===== config.mk =====
export PLATFORM = sky130hd
export DESIGN_NAME = synth_voice_allocator_unit
export DESIGN_NICKNAME = d
export VERILOG_FILES = /design/src/hdl/svalloc_pkg.sv /design/src/hdl/svalloc_out_stage.sv /design/src/hdl/synth_voice_allocator_unit.sv
export SDC_FILE = /design/constraint.sdc
export NUM_CORES = 2
export LEC_CHECK = 0
export BUFFER_PORTS_ARGS = -buffer_cell sky130_fd_sc_hd__buf_2
export CAP_MARGIN = 20
export CORE_MARGIN = 1
export CORE_UTILIZATION = 35
export CTS_BUF_LIST = sky130_fd_sc_hd__clkbuf_4 sky130_fd_sc_hd__clkbuf_8 sky130_fd_sc_hd__clkbuf_16
export DETAILED_ROUTE_END_ITERATION = 12
export GPL_TIMING_DRIVEN = 0
export HOLD_SLACK_MARGIN = 0.06
export PLACE_DENSITY_LB_ADDON = 0.3
export SYNTH_ARGS = -nofsm -noshare
export SYNTH_HDL_FRONTEND = slang
export SYNTH_HIERARCHICAL = 1
export SYNTH_SLANG_ARGS = --single-unit

===== constraint.sdc =====
create_clock -name clk_i -period 8.2 [get_ports clk_i]
set_input_delay 0.82 -clock clk_i [delete_from_list [all_inputs] [get_ports clk_i]]
set_output_delay 0.82 -clock clk_i [all_outputs]
set_load 0.02 [all_outputs]

===== src/hdl/svalloc_pkg.sv =====
// Shared types, sizes and codes for the synthesizer voice allocator.
// No dependencies; every other file in this folder uses this package.

package svalloc_pkg;

  // Sizing of the voice bank and the age stamps.
  localparam int NUM_VOICES = 16;
  localparam int AGE_BITS   = 32;
  localparam int IDX_W      = (NUM_VOICES > 1) ? $clog2(NUM_VOICES) : 1;

  // Field widths of the channels.
  localparam int REQ_W   = 2;
  localparam int NOTE_W  = 7;
  localparam int VEL_W   = 7;
  localparam int VOICE_W = 4;
  localparam int ACT_W   = 3;
  localparam int MODE_W  = 2;

  // At most this many results leave for one event.
  localparam int MAX_OUT = 16;
  localparam int CNT_W   = $clog2(MAX_OUT + 1);

  // Configuration port.
  localparam int CFG_IDX_W  = 1;
  localparam int CFG_DATA_W = MODE_W;
  localparam logic [CFG_IDX_W-1:0] CFG_VOICING_MODE = 1'd0;
  localparam logic [CFG_IDX_W-1:0] CFG_GLIDE_EN     = 1'd1;

  // Event types.
  localparam logic [REQ_W-1:0] REQ_NOTE_ON  = 2'd0;
  localparam logic [REQ_W-1:0] REQ_NOTE_OFF = 2'd1;
  localparam logic [REQ_W-1:0] REQ_SUSTAIN  = 2'd2;
  localparam logic [REQ_W-1:0] REQ_ALL_OFF  = 2'd3;

  // Voice actions.
  localparam logic [ACT_W-1:0] ACT_RESET_TRIG = 3'd0;
  localparam logic [ACT_W-1:0] ACT_TRIG       = 3'd1;
  localparam logic [ACT_W-1:0] ACT_SLIDE      = 3'd2;
  localparam logic [ACT_W-1:0] ACT_GATE_OFF   = 3'd3;
  localparam logic [ACT_W-1:0] ACT_KILL       = 3'd4;

  // Voicing modes; the unused code behaves as plain mono.
  localparam logic [MODE_W-1:0] MODE_POLY   = 2'd0;
  localparam logic [MODE_W-1:0] MODE_MONO   = 2'd1;
  localparam logic [MODE_W-1:0] MODE_LEGATO = 2'd2;

  // One result item.
  typedef struct packed {
    logic [VOICE_W-1:0] voice;
    logic [ACT_W-1:0]   action;
    logic [NOTE_W-1:0]  note;
    logic [VEL_W-1:0]   velocity;
    logic               fade_in;
    logic               keep_glide;
  } result_t;

  // Sequencer to output stage.
  typedef struct packed {
    logic    push;
    logic    flush;
    result_t res;
  } emit_req_t;

  // Output stage back to the sequencer.
  typedef struct packed {
    logic can_push;
    logic idle;
  } emit_sts_t;

endpackage


===== src/hdl/svalloc_out_stage.sv =====
// Result output stage of the voice allocator: a pending slot plus the output register.
// Depends on svalloc_pkg. The pending slot lets the last flag be set on the final result.

module svalloc_out_stage (
  input  logic                   clk_i,
  input  logic                   rst_ni,
  input  svalloc_pkg::emit_req_t req_i,
  output svalloc_pkg::emit_sts_t sts_o,
  input  logic                   out_stall_i,
  output logic                   out_valid_o,
  output svalloc_pkg::result_t   res_o,
  output logic                   last_o
);

  logic                 pend_valid_q, pend_valid_d;
  svalloc_pkg::result_t pend_res_q, pend_res_d;
  logic                 out_valid_q, out_valid_d;
  svalloc_pkg::result_t out_res_q, out_res_d;
  logic                 out_last_q, out_last_d;
  logic                 out_free;

  // The output register can take a new result when it is empty or being drained.
  assign out_free = !out_valid_q || !out_stall_i;

  always_comb begin
    pend_valid_d = pend_valid_q;
    pend_res_d   = pend_res_q;
    out_valid_d  = out_valid_q;
    out_res_d    = out_res_q;
    out_last_d   = out_last_q;
    if (out_free) begin
      out_valid_d = 1'b0;
    end
    if (req_i.push) begin
      // A newer result exists, so the pending one is not the last.
      if (pend_valid_q) begin
        out_valid_d = 1'b1;
        out_res_d   = pend_res_q;
        out_last_d  = 1'b0;
      end
      pend_valid_d = 1'b1;
      pend_res_d   = req_i.res;
    end else if (req_i.flush && pend_valid_q && out_free) begin
      out_valid_d  = 1'b1;
      out_res_d    = pend_res_q;
      out_last_d   = 1'b1;
      pend_valid_d = 1'b0;
    end
  end

  always_ff @(posedge clk_i or negedge rst_ni) begin
    if (!rst_ni) begin
      pend_valid_q <= 1'b0;
      out_valid_q  <= 1'b0;
    end else begin
      pend_valid_q <= pend_valid_d;
      out_valid_q  <= out_valid_d;
    end
  end

  always_ff @(posedge clk_i) begin
    pend_res_q <= pend_res_d;
    out_res_q  <= out_res_d;
    out_last_q <= out_last_d;
  end

  assign sts_o.can_push = !pend_valid_q || out_free;
  assign sts_o.idle     = !pend_valid_q;
  assign out_valid_o    = out_valid_q;
  assign res_o          = out_res_q;
  assign last_o         = out_last_q;

endmodule


===== src/hdl/synth_voice_allocator_unit.sv =====
// Top level of the synthesizer voice allocator: voice state, event sequencer, voice scan.
// Depends on svalloc_pkg and svalloc_out_stage.
//
//   Channel   Dir  Transfer when             Payload
//   in        in   in_valid_i & !in_stall_o  req_type, note, velocity, pedal_down, immediate
//   out       out  out_valid_o & !out_stall_i voice, action, note_out, velocity_out, fade_in,
//                                            keep_glide, last
//   cfg       in   cfg_wr_en_i               cfg_index_i selects, cfg_data_i holds the value
//
// A poly note-on goes through these steps from one input transfer to the next: accept,
// scan the voices one per cycle, commit, hand its single result to the output register
// and see the pending slot empty. Note-off, pedal release and all-notes-off also scan
// the voices; mono note-ons and pedal events without a release skip the scan. A stalled
// output can hold up the scan and the final hand-off. The poly scan runs through the
// shared age comparator. Reset clears all voice state at once; no clearing pass is
// needed. An output stall holds the scan on the voice whose result cannot yet be handed
// over.

module synth_voice_allocator_unit (
  input  logic                                clk_i,
  input  logic                                rst_ni,
  // Configuration writes.
  input  logic                                cfg_wr_en_i,
  input  logic [svalloc_pkg::CFG_IDX_W-1:0]   cfg_index_i,
  input  logic [svalloc_pkg::CFG_DATA_W-1:0]  cfg_data_i,
  // Event input channel.
  input  logic                                in_valid_i,
  output logic                                in_stall_o,
  input  logic [svalloc_pkg::REQ_W-1:0]       req_type_i,
  input  logic [svalloc_pkg::NOTE_W-1:0]      note_i,
  input  logic [svalloc_pkg::VEL_W-1:0]       velocity_i,
  input  logic                                pedal_down_i,
  input  logic                                immediate_i,
  // Result output channel.
  output logic                                out_valid_o,
  input  logic                                out_stall_i,
  output logic [svalloc_pkg::VOICE_W-1:0]     voice_o,
  output logic [svalloc_pkg::ACT_W-1:0]       action_o,
  output logic [svalloc_pkg::NOTE_W-1:0]      note_out_o,
  output logic [svalloc_pkg::VEL_W-1:0]       velocity_out_o,
  output logic                                fade_in_o,
  output logic                                keep_glide_o,
  output logic                                last_o
);

  // Sequencer states.
  localparam logic [2:0] ST_IDLE   = 3'd0;
  localparam logic [2:0] ST_PICK   = 3'd1;
  localparam logic [2:0] ST_COMMIT = 3'd2;
  localparam logic [2:0] ST_SCAN   = 3'd3;
  localparam logic [2:0] ST_DONE   = 3'd4;

  localparam logic [svalloc_pkg::IDX_W-1:0] LAST_IDX =
    svalloc_pkg::IDX_W'(svalloc_pkg::NUM_VOICES - 1);
  localparam logic [svalloc_pkg::AGE_BITS-1:0] AGE_MAX = {svalloc_pkg::AGE_BITS{1'b1}};

  // Configuration registers.
  logic [svalloc_pkg::MODE_W-1:0] mode_q;
  logic                           glide_en_q;

  // Voice state. Reset gives every field its cleared value, so no valid bits are needed.
  logic [svalloc_pkg::NUM_VOICES-1:0] active_q;
  logic [svalloc_pkg::NUM_VOICES-1:0] held_q;
  logic [svalloc_pkg::NOTE_W-1:0]     vnote_q [svalloc_pkg::NUM_VOICES];
  logic [svalloc_pkg::AGE_BITS-1:0]   age_q   [svalloc_pkg::NUM_VOICES];
  logic [svalloc_pkg::AGE_BITS-1:0]   note_ctr_q, note_ctr_d;
  logic                               sustain_q, sustain_d;

  // Sequencer.
  logic [2:0]                       state_q, state_d;
  logic [svalloc_pkg::IDX_W-1:0]    cnt_q, cnt_d;
  logic [svalloc_pkg::CNT_W-1:0]    emitted_q, emitted_d;

  // The event being worked on.
  logic [svalloc_pkg::REQ_W-1:0]    item_req_q, item_req_d;
  logic [svalloc_pkg::NOTE_W-1:0]   item_note_q, item_note_d;
  logic [svalloc_pkg::VEL_W-1:0]    item_vel_q, item_vel_d;
  logic                             item_imm_q, item_imm_d;

  // Voice choice for a poly note-on, built up over the scan.
  logic                             match_found_q, match_found_d;
  logic [svalloc_pkg::IDX_W-1:0]    match_idx_q, match_idx_d;
  logic                             free_found_q, free_found_d;
  logic [svalloc_pkg::IDX_W-1:0]    free_idx_q, free_idx_d;
  logic                             best_valid_q, best_valid_d;
  logic                             best_rel_q, best_rel_d;
  logic [svalloc_pkg::IDX_W-1:0]    best_idx_q, best_idx_d;
  logic [svalloc_pkg::AGE_BITS-1:0] best_age_q, best_age_d;

  // Voice state write strobes.
  logic                             start_en;
  logic [svalloc_pkg::IDX_W-1:0]    start_idx;
  logic [svalloc_pkg::NOTE_W-1:0]   start_note;
  logic                             scan_upd;
  logic                             clr_held;
  logic                             clr_active;

  // Values seen at the voice under the scan pointer.
  logic                             sel_active;
  logic                             sel_held;
  logic [svalloc_pkg::NOTE_W-1:0]   sel_note;
  logic [svalloc_pkg::AGE_BITS-1:0] sel_age;
  logic                             age_less;
  logic [svalloc_pkg::AGE_BITS-1:0] next_age;
  logic [svalloc_pkg::IDX_W-1:0]    pick_idx;

  svalloc_pkg::emit_req_t emit_req;
  svalloc_pkg::emit_sts_t emit_sts;
  svalloc_pkg::result_t   out_res;

  assign sel_active = active_q[cnt_q];
  assign sel_held   = held_q[cnt_q];
  assign sel_note   = vnote_q[cnt_q];
  assign sel_age    = age_q[cnt_q];

  // The one shared comparator of the voice scan.
  assign age_less = sel_age < best_age_q;

  // The note counter saturates; a started voice takes the advanced value as its age.
  assign next_age = (note_ctr_q != AGE_MAX) ? note_ctr_q + 1'b1 : note_ctr_q;

  // Priority of the poly choice: same note, then a free voice, then the stealing rank.
  assign pick_idx = match_found_q ? match_idx_q : (free_found_q ? free_idx_q : best_idx_q);

  assign in_stall_o = (state_q != ST_IDLE);

  always_comb begin
    logic hit;
    logic emit_ok;
    logic want;
    logic better;
    logic cand_rel;

    state_d       = state_q;
    cnt_d         = cnt_q;
    emitted_d     = emitted_q;
    item_req_d    = item_req_q;
    item_note_d   = item_note_q;
    item_vel_d    = item_vel_q;
    item_imm_d    = item_imm_q;
    match_found_d = match_found_q;
    match_idx_d   = match_idx_q;
    free_found_d  = free_found_q;
    free_idx_d    = free_idx_q;
    best_valid_d  = best_valid_q;
    best_rel_d    = best_rel_q;
    best_idx_d    = best_idx_q;
    best_age_d    = best_age_q;
    note_ctr_d    = note_ctr_q;
    sustain_d     = sustain_q;

    start_en   = 1'b0;
    start_idx  = '0;
    start_note = item_note_q;
    scan_upd   = 1'b0;
    clr_held   = 1'b0;
    clr_active = 1'b0;

    emit_req       = '0;
    hit            = 1'b0;
    emit_ok        = 1'b0;
    want           = 1'b0;
    better         = 1'b0;
    cand_rel       = 1'b0;

    case (state_q)
      ST_IDLE: begin
        if (in_valid_i) begin
          item_req_d    = req_type_i;
          item_note_d   = note_i;
          item_vel_d    = velocity_i;
          item_imm_d    = immediate_i;
          cnt_d         = '0;
          emitted_d     = '0;
          match_found_d = 1'b0;
          free_found_d  = 1'b0;
          best_valid_d  = 1'b0;
          state_d       = ST_DONE;
          case (req_type_i)
            svalloc_pkg::REQ_NOTE_ON: begin
              if (mode_q == svalloc_pkg::MODE_POLY) begin
                state_d = ST_PICK;
              end else begin
                // Mono and legato always play on voice 0.
                start_en                = 1'b1;
                start_idx               = '0;
                start_note              = note_i;
                note_ctr_d              = next_age;
                emit_req.push           = 1'b1;
                emit_req.res.voice      = '0;
                emit_req.res.action     = ((mode_q == svalloc_pkg::MODE_LEGATO) &&
                                           active_q[0] && held_q[0]) ?
                                          svalloc_pkg::ACT_SLIDE : svalloc_pkg::ACT_TRIG;
                emit_req.res.note       = note_i;
                emit_req.res.velocity   = velocity_i;
                emit_req.res.fade_in    = 1'b0;
                emit_req.res.keep_glide = active_q[0] && held_q[0];
              end
            end
            svalloc_pkg::REQ_NOTE_OFF: begin
              state_d = ST_SCAN;
            end
            svalloc_pkg::REQ_SUSTAIN: begin
              // Only a change of pedal state matters; a release gates off released voices.
              if (sustain_q != pedal_down_i) begin
                sustain_d = pedal_down_i;
                if (!pedal_down_i) begin
                  state_d = ST_SCAN;
                end
              end
            end
            default: begin
              sustain_d = 1'b0;
              state_d   = ST_SCAN;
            end
          endcase
        end
      end

      ST_PICK: begin
        if (sel_active && (sel_note == item_note_q) && !match_found_q) begin
          match_found_d = 1'b1;
          match_idx_d   = cnt_q;
        end
        if (!sel_active && !free_found_q) begin
          free_found_d = 1'b1;
          free_idx_d   = cnt_q;
        end
        // Rank: any released voice beats a held one, then the older age wins.
        // Ties keep the earlier, lower-indexed voice.
        cand_rel = !sel_held;
        better   = !best_valid_q || (cand_rel && !best_rel_q) ||
                   ((cand_rel == best_rel_q) && age_less);
        if (better) begin
          best_valid_d = 1'b1;
          best_rel_d   = cand_rel;
          best_idx_d   = cnt_q;
          best_age_d   = sel_age;
        end
        if (cnt_q == LAST_IDX) begin
          state_d = ST_COMMIT;
        end else begin
          cnt_d = cnt_q + 1'b1;
        end
      end

      ST_COMMIT: begin
        // The pending slot is empty here, so the single result always goes in.
        start_en                = 1'b1;
        start_idx               = pick_idx;
        note_ctr_d              = next_age;
        emit_req.push           = 1'b1;
        emit_req.res.voice      = svalloc_pkg::VOICE_W'(pick_idx);
        emit_req.res.action     = svalloc_pkg::ACT_RESET_TRIG;
        emit_req.res.note       = item_note_q;
        emit_req.res.velocity   = item_vel_q;
        emit_req.res.fade_in    = active_q[pick_idx];
        emit_req.res.keep_glide = glide_en_q && active_q[pick_idx];
        state_d                 = ST_DONE;
      end

      ST_SCAN: begin
        case (item_req_q)
          svalloc_pkg::REQ_NOTE_OFF: begin
            hit      = sel_active && (sel_note == item_note_q) && sel_held;
            emit_ok  = !sustain_q;
            clr_held = 1'b1;
          end
          svalloc_pkg::REQ_SUSTAIN: begin
            hit     = sel_active && !sel_held;
            emit_ok = 1'b1;
          end
          default: begin
            hit        = sel_active;
            emit_ok    = 1'b1;
            clr_held   = 1'b1;
            clr_active = item_imm_q;
          end
        endcase
        want = hit && emit_ok && (emitted_q < svalloc_pkg::CNT_W'(svalloc_pkg::MAX_OUT));
        // Hold on this voice until the output stage can take its result.
        if (!want || emit_sts.can_push) begin
          scan_upd                = hit;
          emit_req.push           = want;
          emit_req.res.voice      = svalloc_pkg::VOICE_W'(cnt_q);
          emit_req.res.action     = ((item_req_q == svalloc_pkg::REQ_ALL_OFF) && item_imm_q) ?
                                    svalloc_pkg::ACT_KILL : svalloc_pkg::ACT_GATE_OFF;
          emit_req.res.note       = sel_note;
          emit_req.res.velocity   = '0;
          emit_req.res.fade_in    = 1'b0;
          emit_req.res.keep_glide = 1'b0;
          if (want) begin
            emitted_d = emitted_q + 1'b1;
          end
          if (cnt_q == LAST_IDX) begin
            state_d = ST_DONE;
          end else begin
            cnt_d = cnt_q + 1'b1;
          end
        end
      end

      ST_DONE: begin
        // Release the held-back final result with its last flag.
        emit_req.flush = 1'b1;
        if (emit_sts.idle) begin
          state_d = ST_IDLE;
        end
      end

      default: begin
        state_d = ST_IDLE;
      end
    endcase
  end

  always_ff @(posedge clk_i or negedge rst_ni) begin
    if (!rst_ni) begin
      state_q    <= ST_IDLE;
      mode_q     <= svalloc_pkg::MODE_POLY;
      glide_en_q <= 1'b0;
      note_ctr_q <= '0;
      sustain_q  <= 1'b0;
      active_q   <= '0;
      held_q     <= '0;
      for (int i = 0; i < svalloc_pkg::NUM_VOICES; i++) begin
        vnote_q[i] <= '0;
        age_q[i]   <= '0;
      end
    end else begin
      state_q    <= state_d;
      note_ctr_q <= note_ctr_d;
      sustain_q  <= sustain_d;
      if (cfg_wr_en_i) begin
        case (cfg_index_i)
          svalloc_pkg::CFG_VOICING_MODE: mode_q     <= cfg_data_i;
          svalloc_pkg::CFG_GLIDE_EN:     glide_en_q <= cfg_data_i[0];
          default: ;
        endcase
      end
      if (start_en) begin
        active_q[start_idx] <= 1'b1;
        held_q[start_idx]   <= 1'b1;
        vnote_q[start_idx]  <= start_note;
        age_q[start_idx]    <= next_age;
      end
      if (scan_upd) begin
        if (clr_held) begin
          held_q[cnt_q] <= 1'b0;
        end
        if (clr_active) begin
          active_q[cnt_q] <= 1'b0;
        end
      end
    end
  end

  // Working registers of the sequencer carry no reset; IDLE sets them before use.
  always_ff @(posedge clk_i) begin
    cnt_q         <= cnt_d;
    emitted_q     <= emitted_d;
    item_req_q    <= item_req_d;
    item_note_q   <= item_note_d;
    item_vel_q    <= item_vel_d;
    item_imm_q    <= item_imm_d;
    match_found_q <= match_found_d;
    match_idx_q   <= match_idx_d;
    free_found_q  <= free_found_d;
    free_idx_q    <= free_idx_d;
    best_valid_q  <= best_valid_d;
    best_rel_q    <= best_rel_d;
    best_idx_q    <= best_idx_d;
    best_age_q    <= best_age_d;
  end

  svalloc_out_stage u_out_stage (
    .clk_i       (clk_i),
    .rst_ni      (rst_ni),
    .req_i       (emit_req),
    .sts_o       (emit_sts),
    .out_stall_i (out_stall_i),
    .out_valid_o (out_valid_o),
    .res_o       (out_res),
    .last_o      (last_o)
  );

  assign voice_o        = out_res.voice;
  assign action_o       = out_res.action;
  assign note_out_o     = out_res.note;
  assign velocity_out_o = out_res.velocity;
  assign fade_in_o      = out_res.fade_in;
  assign keep_glide_o   = out_res.keep_glide;

endmodule


==> results.cfg <==
[place]
io_buffers = 51
dp_hpwl_um = 84760
placed_cell_area_mm2 = 0.03920
place_inst = 4669
gp_congestion = 0.8842
post-place-ws_ns = 0.1236

[setup_path]
cp_data_required_time_ns = 8.54
critical_path_class = register to register
cp_slowest_cell = o311ai_1
timing.rr.start = cnt_q[1]
critical_path.startpoint = cnt_q[1]
cp-end-kind = register
slowest_delay_ns = 0.80
crit_chain = buf_2, buf_2, clkbuf_1, clkbuf_1, clkbuf_2, mux4_2, mux4_2, ha_1, a21o_1, a21o_1, a21oi_1, o2111ai_1, o311ai_1, o211ai_1, a21boi_4, buf_16
crit_fanout = 12
start_kind = register
crit_arrival_ns = 8.46

[cells_and_area]
antennaDiodeCount = 0
post-route-util = 0.4060
area_growth_pct = 14.72
design_area_mm2 = 0.04208
multi_input_area_mm2 = 0.01433
drive_above_1_share = 0.1480
fillers = 9980
final_cells = 4825
seq_area_mm2 = 0.02108
fin_nets = 3447

[global_route]
track_usage = 0.2348
grt_overflow_total = 0
antenna_found_initial = 2
grt_max_degree = 120
grt_pass1_wl_um = 184600
first_global_vias = 26910

[route]
vias = 27460
route.detailed.drc = 0
dr.pass1.iters = 5
dr.first_iter.drc_count = 3313
wire_per_inst_um = 25.79
wl_um = 124400
vias_per_cell = 5.691
drtAntennaViolNets = 0

[synth]
yosys_warnings = 6
synthArstFlopShare = 0.8521
ys_top_cells_by_count = 697 x dfrtp_1, 484 x nor2_1, 444 x a21oi_1
syn_nets = 3283
synth_area_per_cell_um2 = 11.41
syn_area_mm2 = 0.03668
ys.flop_type = dfrtp_1
synth_area_leader_cell = dfrtp_1
synth_area_leaders = dfrtp_1 48%, mux4_2 12%, edfxtp_1 9.9%
netlist_instances = 3214
synthDistinctLibCells = 81
ys_seq_area_frac = 0.5746
ys_ff_latch = 818
synth.most_common_cell = dfrtp_1
yosysTopAreaCellShare = 0.4755
synth-edff-count = 121

[sta]
holdWs_ns = 0.1275
final.setup.worst_slack_ns = 0.07287
drv_slew = 0
fin_tns_setup_ns = 0
worstMarginPinSlew_ns = 1.227
grt_setup_unrepaired = no
finClkSkew_ns = 0.03910
setup_viol = 0
finalCritPeriodShare = 0.9911
min_period_ns = 8.127
hold_violations = 0
maxSlewHeadroom = 0.1817
fmax_ghz = 0.1230

[floorplanning]
start_util = 0.3539
die_y_um = 325.7
core_area_mm2 = 0.1036
rows = 118
dieWidth_um = 325.7
dieArea_mm2 = 0.1061
ioPinCount = 52

[clock_tree]
cts_sinks = 818
cts_resized = 0
htree_levels = 3
clk_path_buf_depth = 3
cts_hold_buf = 0
path_clk_slew_ns = 0.06
cts_tree = built
clock_latency_ns = 0.66
root_buffer = clkbuf_16
numCtsBuffers = 85
cts_setup_buffers = 0

[pwr]
power_switching_mw = 5.056
powerDensity_mw_per_mm2 = 342.1
power_frac_seq = 0.397
clkPwrFrac = 0.277
p_int_mw = 9.337
irDropWorstVdd_mv = 0.1656
switching_share = 0.3513
total_power_mw = 14.39
leakage_nw = 17.51
combPwrFrac = 0.326

[worst_hold_path]
hold_path_class = input port to async pin

[flow_run]
drv_cap = 0

[outcome]
outcome = complete, no violations
power groups by stage:
| stage | Clock (mW) | Sequential, mW | Combinational, mW |
|---|---|---|---|
| 2_1_floorplan | 0 | 5.66 | 2.94 |
| 3_3_place_gp | 0 | 5.75 | 4.41 |
| 3_5_place_dp | 0 | 5.77 | 4.62 |
| 4_1_cts | 4.03 | 5.70 | 4.64 |
| 5_1_grt | 4.19 | 5.82 | 5.03 |
| 6_report | 3.99 | 5.71 | 4.69 |
worst max-delay path: cells and delay by family, from the launching register on:
kind / cells / cell delay [ns]
AOI/OAI and AO/OA: 7 / 3.01
buffers and inverters: 6 / 2.89
muxes: 2 / 0.94
DFF: 1 / 0.61
adders and majority gates: 1 / 0.31
path summary, 6_finish.rpt:
| check | cells after the start | end | slack (ns) |
|---|---|---|---|
| min in group clk_i | 1 | item_imm_q | 0.38 |
| setup / recovery | 16 | best_age_q[3] | 0.07 |
| hold / removal | 1 | age_q[303] | 0.13 |
| max in group asynchronous | 4 | vnote_q[88] | 6.09 |
| setup reg to reg | 16 | best_age_q[3] | 0.07 |
| hold reg to reg | 0 | u_out_stage/res_o[0] | 0.42 |
cell usage in the layout (no fill, tap or decap), types with 6 or more instances in the layout:
cell type  synthesis  final
buf_6              7      8
nand4_1           14     14
dfrtp_1          697    697
a22oi_1           10     10
o21ai_0          245    245
mux4_2           196    196
nor2_1           484    484
clkbuf_8           0     19
nand2b_1          10     10
inv_1             66     66
xnor2_1           40     40
nand3_1           29     29
and2_1             6      6
a21oi_1          444    444
clkbuf_16          0     86
xor2_1            28     28
clkbuf_2           2     10
buf_2             18     74
nand2_1          289    289
clkbuf_4           0     20
and3_1             7      7
edfxtp_1         121    121
mux2i_1           39     39
nor2b_1            6      6
clkbuf_1         198    190
buf_8              0     14
o21ai_1            6      6
nor3_1            32     32
buf_1             22     16
mux2_2            15     15
a21o_1            14     14
clkinv_2           0     17
nor4_1            11     11
a211oi_1           8      8
buf_16             0     11
ha_1              43     43
a41oi_1           14     14
registers in the layout, summed over array words and instances, names as in the netlist, 4 cells and up:
name / flops
note_ctr_q: 32
emitted_q: 5
held_q: 16
best_idx_q: 4
age_q: 512
vnote_q: 112
free_idx_q: 4
active_q: 16
u_out_stage/res_o: 23
u_out_stage/pend_res_q: 23
item_note_q: 7
match_idx_q: 4
best_age_q: 32
item_vel_q: 7
cnt_q: 4
per-layer routing:
layer / share of wire / global-route usage / vias to the layer above
li1: - / - / 11740
met1: 0.43 / 0.3380 / 14170
met2: 0.44 / 0.3488 / 1307
met3: 0.091 / 0.04969 / 239
met4: 0.039 / 0.08634 / 2
met5: 0.00010 / 0 / -
area by class of cell:
cell class | count | share of cell area
Sequential cell | 818 | 0.5009
Buffer | 251 | 0.02501
Multi-Input combinational cell | 2078 | 0.3405
Clock buffer | 125 | 0.06093
Inverter | 67 | 0.005977
Tap cell | 1380 | 0.04104
Clock inverter | 29 | 0.007077
Timing Repair Buffer | 77 | 0.01859
kinds of logic (layout without fill, tap and decap cells):
kind of cell | after synthesis | count (layout) | share of synthesized area
compound gates | 803 | 803 | 0.1206
xor+xnor | 70 | 70 | 0.01713
fa+ha+maj | 43 | 43 | 0.01467
mux | 251 | 251 | 0.1362
simple gates | 911 | 911 | 0.1017
buf+inv | 318 | 549 | 0.03507
flops | 818 | 818 | 0.5746
No activity file was read; power rests on OpenSTA's default activity.
